## config.mk

```make
export PLATFORM = sky130hd
export DESIGN_NAME = pslt_ram
export DESIGN_NICKNAME = d
export VERILOG_FILES = /design/src/design/per_source_connection_limit_table_assert.svh /design/src/design/pslt_ram.sv
export SDC_FILE = /design/constraint.sdc
export NUM_CORES = 1
export LEC_CHECK = 0
export BUFFER_PORTS_ARGS = -buffer_cell sky130_fd_sc_hd__buf_4
export CAP_MARGIN = 20
export CORE_UTILIZATION = 31
export CTS_CLUSTER_SIZE = 20
export DETAILED_ROUTE_END_ITERATION = 6
export PLACE_DENSITY = 0.54
export SLEW_MARGIN = 10
export SYNTH_ARGS = -nofsm -noshare
export SYNTH_HDL_FRONTEND = slang
export SYNTH_SLANG_ARGS = --single-unit
```

## constraint.sdc

```tcl
create_clock -name clock -period 3.7 [get_ports clock]
set_input_delay 0.37 -clock clock [delete_from_list [all_inputs] [get_ports clock]]
set_output_delay 0.37 -clock clock [all_outputs]
set_load 0.01 [all_outputs]
```

## src/design/per_source_connection_limit_table_assert.svh

```systemverilog
// Assertion macros shared by the connection limit table RTL.
// They expect signals named clock and reset in the enclosing module.
`ifndef PER_SOURCE_CONNECTION_LIMIT_TABLE_ASSERT_SVH
`define PER_SOURCE_CONNECTION_LIMIT_TABLE_ASSERT_SVH

// same-cycle implication
`define PSLT_ASSERT_IMP(label, ante, cons, msg) \
   label: assert property (@(posedge clock) disable iff (reset) (ante) |-> (cons)) \
      else $error(msg);

// next-cycle implication
`define PSLT_ASSERT_NXT(label, ante, cons, msg) \
   label: assert property (@(posedge clock) disable iff (reset) (ante) |=> (cons)) \
      else $error(msg);

`endif

```

## src/design/pslt_ram.sv

```systemverilog
// ----------------------------------------------------------------------------
// pslt_ram
// Generic simple dual-port RAM, one write and one registered read port.
// ----------------------------------------------------------------------------
`default_nettype none

module pslt_ram #(
   parameter int WIDTH = 8,
   parameter int DEPTH = 16
) (
   input  wire logic                     clock,
   input  wire logic                     we,
   input  wire logic [$clog2(DEPTH)-1:0] waddr,
   input  wire logic [WIDTH-1:0]         wdata,
   input  wire logic                     re,
   input  wire logic [$clog2(DEPTH)-1:0] raddr,
   output logic      [WIDTH-1:0]         rdata
);

   logic [WIDTH-1:0] mem [DEPTH];
   logic [WIDTH-1:0] rdata_ff;

   always_ff @(posedge clock) begin
      if (we) begin
         mem[waddr] <= wdata;
      end
      if (re) begin
         rdata_ff <= mem[raddr];
      end
   end

   assign rdata = rdata_ff;

endmodule

`default_nettype wire

```

# [Word level (Yosys, flattened, before mapping)]
# Memories as Yosys holds them, arrays and structs flattened. A register that Yosys moved wholly into a read port is not among the register bits.
# Index checks and enable logic that the tools add are counted.
[totals] reg_bits=0 romBits=0 output_inout_bits=8 n_memories=1 ram_bits=128 wordCells=3 inputBits=19 latchBits=0
[memory_table] name="mem" depth=16 word_bits=8 read_ports=1 rd_ports_with_merged_regs=1 write_ports=1 line="pslt_ram.sv:20" rtl="logic [WIDTH-1:0] mem [DEPTH];"
[classes] div=0 add_sub_neg=0 shifts=0 n_eq_ne=0 n_mux=2 multipliers=0 bitwise_logic=0 n_reduce_logical=0 order_cmp=0
[op_table] cell="$mux W1" n=2

# [Logic depth before layout (Yosys ltp)]
[depth] ltp_word=2 depth_mapped=5 depth_no_buf=3

# [Worst setup path before layout]
# Ideal clock, no wire load.
[synth_path] kind="input -> register" from="input port waddr[2]" to="memory mem[0][0] (enable)" slack_ns=1.837 stages=2 t_required_ns=3.317 arrival_time_ns=1.480 path_buffers=0 path_cell_list="or3b_2 nor3_1"
[synth_lines] item="start, declared" line="pslt_ram.sv:13" rtl="input wire logic [$clog2(DEPTH)-1:0] waddr,"
[synth_lines] item="end, declared" line="pslt_ram.sv:20"
# No word-level cell before the write port.

# [Worst setup path after layout]
[layout_path] from="input port waddr[2]" to="memory mem[2][5] (enable)"
# No word-level cell before the write port.

==> results.txt <==
----------------------------------------------------
[CTS]
  Post-cts hold buffer count ... 0
  Clock latency of the later-clocked register in the worst-skew pair ... a little over 400 ps
  TritonCTS sink count ... 136
  Total CTS buffers ... 17
  Number of buffers inserted to repair setup after CTS ... 0
  Resize count post-CTS ... 0
  Clock slew at the register clock pins of the worst setup and hold paths ... about 60 ps
  CTS tree ... done
  Clock root cell ... sky130_fd_sc_hd__clkbuf_16
  Number of buffers on the longest clock path ... 2
  Deepest level of the CTS H-tree ... 4

[Drt]
  1st-iter DRT viols ... 147
  Routed WL per cell ... 21.0 um
  Remaining design rule violation count ... 0
  Post-detailed-route count of antenna-violating nets ... 0
  Count of vias placed by the detailed router ... roughly 2300
  Number of iterations in the first detailed-routing pass ... 4
  Total length of routed wires ... 10.5 mm
  Mean number of vias per cell ... about 4.7

[STA]
  Tightest hold margin ... ~270 ps
  Number of failing setup endpoints in the final timing report ... 0
  Final hold violations ... 0
  Maximum frequency from static timing analysis ... ~560 MHz
  Rel. slew slack ... 32.4%
  Slew @ Worst Pin ... between 1000 and 1500 ps
  Count of pins over their slew limit ... 0
  Total Negative Setup Slacks ... 0 ps
  Setup repair after global routing missed its margin ... no
  Final critical-path setup slack ... approximately 1900 ps
  Ratio of final minimum period to clock period ... around half
  Time the final worst path needs with I/O delays and setup ... 1780 ps
  Clk_skew ... approximately 12 ps

[Die]
  Total core area ... about 17000 sq um
  Initial core utilization ... between 30% and 40%
  Die Ht ... about 130 um
  Number of top-level design ports ... 27
  Total number of placement rows ... 47
  Floorplan die area ... between 15000 and 20000 sq um
  Horizontal die dimension ... 132 um

[Final layout]
  Area delta synth->final ... 19.2%
  Fillcell total ... between 1000 and 1500
  Leading cell types in the layout, fill and taps excluded ... 136 x sky130_fd_sc_hd__edfxtp_1, 29 x sky130_fd_sc_hd__buf_4, 18 x sky130_fd_sc_hd__mux4_2
  Layout cells sized above 1 ... between 20% and 30%
  Fin nets ... ~290
  Commonest non-fill, non-tap cell in the layout ... sky130_fd_sc_hd__edfxtp_1
  Number of antenna diodes ... 0

[Power]
  Power density over the cells ... between 500 and 600 nW/um^2
  P_leak ... around 2 nW
  Peak supply drop ... 0.000316 V

[Hold path]
  Hold_sp ... wdata[2]
  Hold depth ... 1
  End of the worst hold path ... mem[10][2]
  Type of the tightest min-delay check ... in -> reg

[Setup path]
  Maximum net fanout on the critical path ... 8
  Reg2reg setup slack ... approximately 2200 ps
  Reg2Reg Launch Point ... mem[9][4]
  Data required time at the worst endpoint ... between 3000 and 4000 ps
  Data arrival time of the critical path ... between 1500 and 2000 ps
  Critical Path Sink Type ... flop
  Class of the most critical setup path ... in -> reg
  Worst reg-to-reg path cell count ... 3
  Reg-to-Reg End ... rdata[4]
  CP startpoint kind ... input pin

[Synthesis]
  Gate count after technology mapping ... between 200 and 250
  Total of flip-flops plus latches after synthesis ... 136
  Cell area after synthesis ... 5230 sq um
  Count of warnings emitted by yosys ... 0
  Syn_area_per_cell ... roughly 23 sq um
  Sequential share of the synthesized area ... roughly four fifths
  Unique masters post-synth ... 18
  Synthesized netlist net count ... between 200 and 250

[Placed design]
  Pre-CTS worst setup slack ... about 1500 ps
  Port Buffers ... 26
  Routability-driven placement congestion ratio ... ~0.7
  Post-DP HPWL ... between 6 and 7 mm

[Global routing]
  GRT Residual Overflow ... 0
  Initial antenna violation count ... 0
  Pin count of the biggest net entering global routing ... 33
  Wire length of the first global-routing pass ... 15.6 mm
  Total track usage ... approximately 13%
  Vias in the first global route ... 2429

[Flow run]
  Number of maximum-capacitance constraint violations ... 0

[Outcome]
  Result of the run ... finished, final reports clean

----------------------------------------------------
==> critical path, cell delays in order <==
cell,delay (ps)
sky130_fd_sc_hd__buf_4,120
sky130_fd_sc_hd__or3b_2,520
sky130_fd_sc_hd__nor2_1,790
==> logic make-up (layout without fill, tap and decap cells) <==
kind of cell	Yosys count	count (layout)	share of synthesized area (%)
muxes	32	32	14.8
and+or+nand+nor	35	35	3.14
DFF	136	136	78.1
buffers and inverters	10	60	1.65
AOI/OAI and AO/OA	16	16	2.30
==> flip-flops by register name, indices dropped and copies added (netlist names) <==
register  flops
rdata         8
mem         128
==> cells in the mapped netlist, drive strengths merged <==
master         number  share of area, %
and2                1              0.12
nand3               1             0.096
nor2b               1              0.12
edfxtp            136                78
nand2               9              0.65
nor2               13              0.93
nor3                4              0.38
nand3b              2              0.29
or3b                1              0.17
mux4               32                15
a22oi              16               2.3
clkdlybuf4s25       3              0.57
buf                 7               1.1
and2b               1              0.14
nand2b              2              0.24
==> area by class of cell <==
cell class | count | area, sq um | share of cell area [%]
Multi-Input combinational cell | 83 | 1060 | 17.1
Sequential cell | 136 | 4080 | 65.6
Clock buffer | 19 | 433 | 6.95
Timing Repair Buffer | 29 | 218 | 3.49
Tap cell | 220 | 275 | 4.42
Clock inverter | 12 | 158 | 2.53
==> stage by stage <==
stage | total power, mW | cell area [sq um] | cells | util (%)
2_1_floorplan | 1.87 | 5230 | 229 | -
3_3_place_gp | 1.94 | 5640 | 468 | 34.1
3_5_place_dp | 1.95 | 5640 | 468 | 34.1
4_1_cts | 3.62 | 6230 | 499 | 37.7
5_1_grt | 3.70 | 6230 | 499 | 37.7
6_report | 3.60 | 6230 | 499 | 37.7
==> where the power goes <==
group | internal [mW] | switching [mW] | total (mW)
registers | 1.74 | 0.00906 | 1.75
logic | 0.0697 | 0.0950 | 0.165
clock network | 1.11 | 0.576 | 1.68
total | 2.92 | 0.680 | 3.60
==> metal layers <==
metal	GRT usage, %	wire length, um	vias up
met5	0	0	-
met4	4.07	46	0
met3	4.38	536	4
met2	19.1	4980	62
met1	17.9	4930	1226
li1	-	-	1056
==> worst max path at each step <==
stage,startpoint,end,slack (ps),cells past startpoint
after floorplan,waddr[2],mem[0][0],1840,2
after CTS,raddr[0],rdata[4],1920,4
after global placement,raddr[0],rdata[4],1470,4
final,waddr[2],mem[2][5],1920,3
after global routing,waddr[2],mem[2][3],1880,3
after detailed placement,raddr[0],rdata[4],1490,4
(Power assumes the default switching activity.)
