File: config.mk
export PLATFORM = sky130hd
export DESIGN_NAME = pslt_scan
export DESIGN_NICKNAME = d
export VERILOG_FILES = /design/src/design/per_source_connection_limit_table_assert.svh /design/src/design/pslt_pkg.sv /design/src/design/pslt_scan.sv
export SDC_FILE = /design/constraint.sdc
export NUM_CORES = 1
export LEC_CHECK = 0
export BUFFER_PORTS_ARGS = -buffer_cell sky130_fd_sc_hd__buf_4
export CAP_MARGIN = 20
export CORE_ASPECT_RATIO = 1.1
export CORE_MARGIN = 8
export CORE_UTILIZATION = 26
export CTS_BUF_LIST = sky130_fd_sc_hd__clkbuf_8
export CTS_CLUSTER_DIAMETER = 80
export DETAILED_ROUTE_END_ITERATION = 10
export SYNTH_ARGS = -nofsm -noshare
export SYNTH_HDL_FRONTEND = slang
export SYNTH_SLANG_ARGS = --single-unit
File: constraint.sdc
create_clock -name clock -period 6.54 [get_ports clock]
set_input_delay 1.308 -clock clock [delete_from_list [all_inputs] [get_ports clock]]
set_output_delay 1.308 -clock clock [all_outputs]
set_load 0.005 [all_outputs]
File: src/design/per_source_connection_limit_table_assert.svh
// Assertion macros shared by the connection limit table RTL.
// They expect signals named clock and reset in the enclosing module.
`ifndef PER_SOURCE_CONNECTION_LIMIT_TABLE_ASSERT_SVH
`define PER_SOURCE_CONNECTION_LIMIT_TABLE_ASSERT_SVH

// same-cycle implication
`define PSLT_ASSERT_IMP(label, ante, cons, msg) \
   label: assert property (@(posedge clock) disable iff (reset) (ante) |-> (cons)) \
      else $error(msg);

// next-cycle implication
`define PSLT_ASSERT_NXT(label, ante, cons, msg) \
   label: assert property (@(posedge clock) disable iff (reset) (ante) |=> (cons)) \
      else $error(msg);

`endif

File: src/design/pslt_pkg.sv
// ----------------------------------------------------------------------------
// pslt_pkg
// Types and codes of the per-source connection limit table.
// ----------------------------------------------------------------------------
`default_nettype none

package pslt_pkg;

   localparam int KEY_W = 33;
   localparam int LIM_W = 16;

   localparam logic [2:0] OP_CHECK  = 3'd0;
   localparam logic [2:0] OP_ADD    = 3'd1;
   localparam logic [2:0] OP_REMOVE = 3'd2;
   localparam logic [2:0] OP_SET    = 3'd3;
   localparam logic [2:0] OP_GET    = 3'd4;

   localparam logic [1:0] KIND_HARD        = 2'd0;
   localparam logic [1:0] KIND_SOFT_GLOBAL = 2'd1;
   localparam logic [1:0] KIND_SOFT_LOCAL  = 2'd2;
   localparam logic [1:0] KIND_NONE        = 2'd3;

   localparam logic [1:0] VERDICT_ALLOW = 2'd0;
   localparam logic [1:0] VERDICT_HOST  = 2'd1;
   localparam logic [1:0] VERDICT_SITE  = 2'd2;

   localparam logic SCOPE_LOCAL  = 1'b0;
   localparam logic SCOPE_GLOBAL = 1'b1;

   localparam logic [1:0] SRC_SOFT    = 2'd0;
   localparam logic [1:0] SRC_HARD    = 2'd1;
   localparam logic [1:0] SRC_CLASS   = 2'd2;
   localparam logic [1:0] SRC_DEFAULT = 2'd3;

   localparam logic [1:0] CSR_HOST_LOCAL  = 2'd0;
   localparam logic [1:0] CSR_HOST_GLOBAL = 2'd1;
   localparam logic [1:0] CSR_SITE_LOCAL  = 2'd2;
   localparam logic [1:0] CSR_SITE_GLOBAL = 2'd3;

   typedef struct packed {
      logic [2:0]  opcode;
      logic [31:0] address;
      logic        key_is_site;
      logic        is_local;
      logic [15:0] class_host_limit;
      logic [15:0] class_site_limit;
      logic [1:0]  limit_kind;
      logic [15:0] limit_value;
   } req_type;

   typedef struct packed {
      logic        table_full;
      logic [15:0] soft_local_limit;
      logic [15:0] soft_global_limit;
      logic [15:0] hard_limit;
      logic [15:0] old_limit;
      logic [1:0]  verdict_source;
      logic        verdict_scope;
      logic [1:0]  verdict;
   } rsp_type;

   typedef struct packed {
      logic [15:0] host_local;
      logic [15:0] host_global;
      logic [15:0] site_local;
      logic [15:0] site_global;
   } cfg_type;

   typedef struct packed {
      logic h_hit;
      logic s_hit;
      logic f1_ok;
      logic f2_ok;
   } scan_status_type;

   typedef enum logic [2:0] {
      ST_CLEAR,
      ST_IDLE,
      ST_SCAN,
      ST_EXEC,
      ST_WR_S,
      ST_DONE
   } state_type;

endpackage

`default_nettype wire

File: src/design/pslt_scan.sv
// ----------------------------------------------------------------------------
// pslt_scan
// Sweeps the table once, finds the host and site entries and two free slots.
// ----------------------------------------------------------------------------
`default_nettype none

module pslt_scan #(
   parameter int TABLE_ENTRIES = 1024,
   parameter int ENTRY_W       = 114
) (
   input  wire logic                             clock,
   input  wire logic                             reset,
   input  wire logic                             start,
   input  wire logic [pslt_pkg::KEY_W-1:0]       host_key,
   input  wire logic [pslt_pkg::KEY_W-1:0]       site_key,
   output logic                                  rd_en,
   output logic      [$clog2(TABLE_ENTRIES)-1:0] rd_addr,
   input  wire logic [ENTRY_W-1:0]               rd_data,
   output logic                                  done,
   output pslt_pkg::scan_status_type             status,
   output logic      [$clog2(TABLE_ENTRIES)-1:0] h_idx,
   output logic      [ENTRY_W-1:0]               h_data,
   output logic      [$clog2(TABLE_ENTRIES)-1:0] s_idx,
   output logic      [ENTRY_W-1:0]               s_data,
   output logic      [$clog2(TABLE_ENTRIES)-1:0] f1_idx,
   output logic      [$clog2(TABLE_ENTRIES)-1:0] f2_idx
);

   localparam int IDX_W = $clog2(TABLE_ENTRIES);

   logic                      active_ff;
   logic [IDX_W:0]            cnt_ff;
   logic                      rvalid_ff;
   logic [IDX_W-1:0]          ridx_ff;
   logic                      done_ff;
   pslt_pkg::scan_status_type status_ff;
   logic [IDX_W-1:0]          h_idx_ff, s_idx_ff, f1_ff, f2_ff;
   logic [ENTRY_W-1:0]        h_data_ff, s_data_ff;
   logic                      at_end;
   logic                      ent_v;
   logic [pslt_pkg::KEY_W-1:0] ent_key;

   assign at_end  = (cnt_ff == (IDX_W+1)'(TABLE_ENTRIES));
   assign rd_en   = active_ff && !at_end;
   assign rd_addr = cnt_ff[IDX_W-1:0];
   assign ent_v   = rd_data[0];
   assign ent_key = rd_data[pslt_pkg::KEY_W:1];

   always_ff @(posedge clock) begin
      if (reset) begin
         active_ff <= 1'b0;
         cnt_ff    <= '0;
         rvalid_ff <= 1'b0;
         done_ff   <= 1'b0;
         status_ff <= '0;
      end else begin
         done_ff <= 1'b0;
         if (start) begin
            active_ff <= 1'b1;
            cnt_ff    <= '0;
            status_ff <= '0;
         end else if (active_ff) begin
            if (!at_end) begin
               cnt_ff    <= cnt_ff + 1'b1;
               rvalid_ff <= 1'b1;
               ridx_ff   <= cnt_ff[IDX_W-1:0];
            end else begin
               rvalid_ff <= 1'b0;
               if (!rvalid_ff) begin
                  active_ff <= 1'b0;
                  done_ff   <= 1'b1;
               end
            end
         end
         if (rvalid_ff) begin
            if (ent_v && ent_key == host_key) begin
               status_ff.h_hit <= 1'b1;
               h_idx_ff        <= ridx_ff;
               h_data_ff       <= rd_data;
            end
            if (ent_v && ent_key == site_key) begin
               status_ff.s_hit <= 1'b1;
               s_idx_ff        <= ridx_ff;
               s_data_ff       <= rd_data;
            end
            if (!ent_v) begin
               if (!status_ff.f1_ok) begin
                  status_ff.f1_ok <= 1'b1;
                  f1_ff           <= ridx_ff;
               end else if (!status_ff.f2_ok) begin
                  status_ff.f2_ok <= 1'b1;
                  f2_ff           <= ridx_ff;
               end
            end
         end
      end
   end

   assign done   = done_ff;
   assign status = status_ff;
   assign h_idx  = h_idx_ff;
   assign h_data = h_data_ff;
   assign s_idx  = s_idx_ff;
   assign s_data = s_data_ff;
   assign f1_idx = f1_ff;
   assign f2_idx = f2_ff;

endmodule

`default_nettype wire

Yosys cells after proc, flatten, opt, wreduce, memory -nomap -nowiden:

Index checks and enable logic that the tools add are counted.

* bits in registers: 296
* word-level logic and storage cells: 53
* input bits: 183
* output and inout port bits: 284

* $add $sub $neg: 1
* mux-type cells: 14
* bitwise gates (word level): 7
* equality and inequality tests: 3
* reductions and logical operators: 13

Operators with widths (count)
* $eq A33 B33 Y1: 2
* $add A11 B1 Y11 const B: 1
* $eq A11 B11 Y1 const B: 1
* $mux W1: 11
* $mux W4: 2
* $reduce_and A4 Y1: 2
* $not A1 Y1: 7
* $reduce_and A3 Y1: 2
* $reduce_and A5 Y1: 1
* $reduce_and A2 Y1: 2
* $reduce_or A4 Y1: 1
* $logic_and A1 B1 Y1: 3
* $mux W2: 1
* $reduce_or A2 Y1: 1
* $logic_not A1 Y1: 1

Longest topological paths before layout:

* word-level depth: 5
* gate-level depth with buffers: 6
* mapped depth without buffers: 6

Least setup slack after synthesis:

Ideal clock, no wire load.

* path type: input -> register
* from: input port site_key[28] (netlist name)
* to: register s_data_ff[0] (netlist: s_data[0]), enable pin
* required time: 6.043 ns
* path slack: 1.084 ns
* data arrival time: 4.958 ns
* stages: 5
* buffers on the path: 0
* setup time: 0.497 ns
* path through: xor2_1 -> nor4_1 -> nand4_1 -> nor4_2 -> and2_1

* word-level cells in the longest chain between the ends: 3

RTL lines
* start: declaration: RTL line pslt_scan.sv:15 `input wire logic [pslt_pkg::KEY_W-1:0] site_key,`
* $eq A33 B33 Y1: RTL line pslt_scan.sv:81 `if (ent_v && ent_key == site_key) begin`
* $logic_and A1 B1 Y1: RTL line pslt_scan.sv:81
* $reduce_and A3 Y1 (no line)
* end signal: assignment: RTL line pslt_scan.sv:84 `s_data_ff <= rd_data;`
* end: declaration: RTL line pslt_scan.sv:38 `logic [ENTRY_W-1:0] h_data_ff, s_data_ff;`

No other way between the ends.
A chain may end at the register's enable or synchronous reset.

Worst setup path in the final report:

* from: input port rd_data[19]
* to: register s_data_ff[14] (netlist: s_data[14]), enable pin

* word-level cells in the longest chain between the ends: 3

RTL lines
* start: declaration: RTL line pslt_scan.sv:18 `input wire logic [ENTRY_W-1:0] rd_data,`
* $eq A33 B33 Y1: RTL line pslt_scan.sv:81
* $logic_and A1 B1 Y1: RTL line pslt_scan.sv:81
* $reduce_and A3 Y1 (no line)

No other way between the ends.

==> metrics.cfg <==
[detailed_routing]
remaining_drc_errors = 0
ant_nets = 0
routed_wl_um = 32600
wl_per_cell_um = 21.7
routed_via_density = 4.09
drt_iter0_drc = 245
num_vias = 6150
dr.pass1.iters = 5

[synthesis]
ys_seq_elements = 296
synth.distinct_cells = 29
synth_top_area_cell = edfxtp_1
yosysWarnings = 0
synth_top_area_share_pct = 83.9
syn_inst = 463
syn-num-nets = 648
synth_area_per_cell_um2 = 21.5
synth_area_um2 = 9950
yosys-top-cells-area = edfxtp_1 (84%), xor2_1 (3.9%), dfxtp_1 (3.6%)
synth.yosys.seq_area_share_pct = 87.5

[layout]
fin_util_pct = 39.4
seqCellArea_um2 = 8710
multiInputGateArea_um2 = 1150
fin_area_um2 = 14900
nFillCells = 3584
layout-drive-gt1-share_pct = 53.8
nets = 1156
syn2layout_area_growth_pct = 50.0

[cts]
clk_pin_slew_ns = 0.06
cts_tree = done
clk_path_buf_depth = 3
clkSinkCount = 296
cts_resized = 0
h-tree-depth = 2
cts_buffers = 49
clock_latency_ns = 0.58
cts_root_buf = clkbuf_8
hold_buffers = 0
post_cts_buffers = 0

[timing]
maxSlewViolCount = 0
clock_skew_ns = 0.0201
timing.fmax_mhz = 251
finalCriticalPeriod_ns = 3.98
grt_setup_unrepaired = no
tns_ns = 0
worstMarginPinSlew_ns = 1.02
relSlewSlack_pct = 31.8
hold_violations = 0
fin_crit_sh_pct = 60.8
setup_violations = 0

[critical_path]
arrival_ns = 4.20
worst-path-max-fanout = 67
crit_top_cell = nor4_1
cp-end-kind = register
crit_type = input pin to register
rr_startpoint = rvalid_ff$_SDFFE_PP0P_
slowest_stage = and2_4
reg2regPathDepth = 6
worstSetupStartpointType = input pin
r2r_setup_slack_ns = 3.60
crit_chain = buf_4 -> xor2_1 -> nor4_1 -> nand3_1 -> nor4_1 -> and2_4 -> buf_12
max_stage_delay_ns = 0.86
reg2reg_to = h_data[22]$_DFFE_PP_
cp_data_required_time_ns = 6.76

[placement]
placed_area_um2 = 14000
dpl.hpwl_um = 25300
place_congestion = 0.891
port_buffers = 466

[run_status]
outcome = complete, no violations

[global_routing]
grt_pass1_vias = 6540
grt.total_usage_pct = 13.9
antenna_found_initial = 3
grt_start_max_net_pins = 68
grt_pass1_wl_um = 46200
gr-total-overflow = 0

[worst_hold_path]
hold_path_depth = 2
hp-class = register to register
whs_endpoint = cnt_ff[10]$_SDFFE_PP0P_
worstHoldStart = cnt_ff[10]$_SDFFE_PP0P_

[power_and_ir_drop]
ir_drop_mv = 0.128
leakage_nw = 5.81
cellPowerDensity_nw_per_um2 = 250

[floorplanning]
die_x_um = 203
core_region_area_um2 = 37900
row_count = 75
io_pins = 467
start_util_pct = 26.2
die_h_um = 221
design.die.area_um2 = 44800

[job]
cap_viol_max_count = 0

[cells in the mapped netlist]
| library cell | n |
|---|---|
| nand4b_2 | 1 |
| or2_2 | 1 |
| o21ai_0 | 1 |
| a22o_1 | 2 |
| nor2b_1 | 1 |
| and2_4 | 1 |
| xnor2_1 | 32 |
| nand2_1 | 5 |
| edfxtp_1 | 278 |
| nor4_1 | 10 |
| nor4b_2 | 1 |
| clkbuf_1 | 1 |
| nor4_2 | 3 |
| buf_4 | 11 |
| nor3_1 | 2 |
| nor3b_1 | 3 |
| dfxtp_1 | 18 |
| nand4_1 | 10 |
| inv_1 | 3 |
| or3b_1 | 1 |
| a21oi_1 | 5 |
| and3_1 | 5 |
| nand3_1 | 3 |
| and4_1 | 1 |
| and2_1 | 2 |
| ha_1 | 2 |
| nor2_1 | 15 |
| a21o_1 | 1 |
| xor2_1 | 44 |
[cell usage in the layout, fill, tap and decap left out, drive strengths merged]
cell / synthesis / routed
clkinv: 0 / 17
inv: 3 / 16
nand2: 5 / 5
and2: 3 / 3
edfxtp: 278 / 278
bufinv: 0 / 2
nor2b: 1 / 1
and3: 5 / 5
nand4b: 1 / 1
a21oi: 5 / 5
nor3b: 3 / 3
nand3: 3 / 3
a22o: 2 / 2
nor4: 13 / 13
clkbuf: 1 / 50
dfxtp: 18 / 18
buf: 11 / 469
nor4b: 1 / 1
xnor2: 32 / 32
ha: 2 / 2
or2: 1 / 1
or3b: 1 / 1
nand4: 10 / 10
nor2: 15 / 15
and4: 1 / 1
a21o: 1 / 1
o21ai: 1 / 1
diode: 0 / 3
xor2: 44 / 44
nor3: 2 / 2
[report_power, final]
group	internal (mW)	total [mW]	switching (mW)
logic	0.0972	0.171	0.0737
registers	2.07	2.08	0.00436
clock network	0.784	1.49	0.704
[worst max path at each step]
stage | startpoint | endpoint | depth (start not counted) | slack [ns]
3_3_place_gp | rd_data[21] | s_data[96]$_DFFE_PP_ | 7 | 2.11
3_5_place_dp | rd_data[19] | s_data[61]$_DFFE_PP_ | 7 | 2.07
5_1_grt | rd_data[21] | s_data[14]$_DFFE_PP_ | 7 | 2.47
4_1_cts | rd_data[19] | s_data[81]$_DFFE_PP_ | 7 | 2.70
2_1_floorplan | site_key[28] | s_data[0]$_DFFE_PP_ | 5 | 1.08
6_report | rd_data[19] | s_data[14]$_DFFE_PP_ | 7 | 2.56
[layout make-up]
type | count | share of cell area, %
Tap cell | 500 | 4.19
Antenna cell | 3 | 0.0503
Multi-Input combinational cell | 152 | 7.73
Clock buffer | 50 | 4.61
Inverter | 3 | 0.0754
Sequential cell | 296 | 58.3
Timing Repair Buffer | 469 | 23.8
Clock inverter | 32 | 1.25
[sequential cells by signal, indices dropped and copies added, names as in the netlist]
register / flops
h_data: 114
s_data: 114
cnt_ff: 11
f1_idx: 10
f2_idx: 10
h_idx: 10
ridx_ff: 10
s_idx: 10
status: 4
active_ff: 1
done: 1
rvalid_ff: 1
[critical path, delay by kind of cell]
kind	cells	cell delay, ns
buffers and inverters	2	0.55
and+or+nand+nor	4	2.07
xor gates and xnor gates	1	0.15
[logic make-up after synthesis]
| group | share of synthesized area [%] |
|---|---|
| and+or+nand+nor | 4.00 |
| xor gates and xnor gates | 6.69 |
| DFF | 87.5 |
| AOI/OAI and AO/OA | 0.553 |
| adders and majority gates | 0.251 |
| buffers and inverters | 0.981 |
[metal layers]
layer | vias up | track usage [%] | part of all wire [%]
met5 | - | 0 | 0
met4 | 0 | 5.31 | 2.6
met3 | 52 | 4.98 | 8.5
met2 | 303 | 24.5 | 53
met1 | 3002 | 15.1 | 36
li1 | 2793 | - | -
[per-stage QoR]
stage                     hold WS, ns  total power, mW  cells  setup slack (ns)
after floorplan                 0.459             2.15    463              1.08
after global placement          0.486             2.28   1420              2.11
after detailed placement        0.500             2.29   1420              2.07
after CTS                       0.518             3.80   1502              2.70
after global routing            0.557             3.88   1505              2.47
final                           0.515             3.73   1505              2.56
Note: power is estimated with default switching activity, not from simulation.
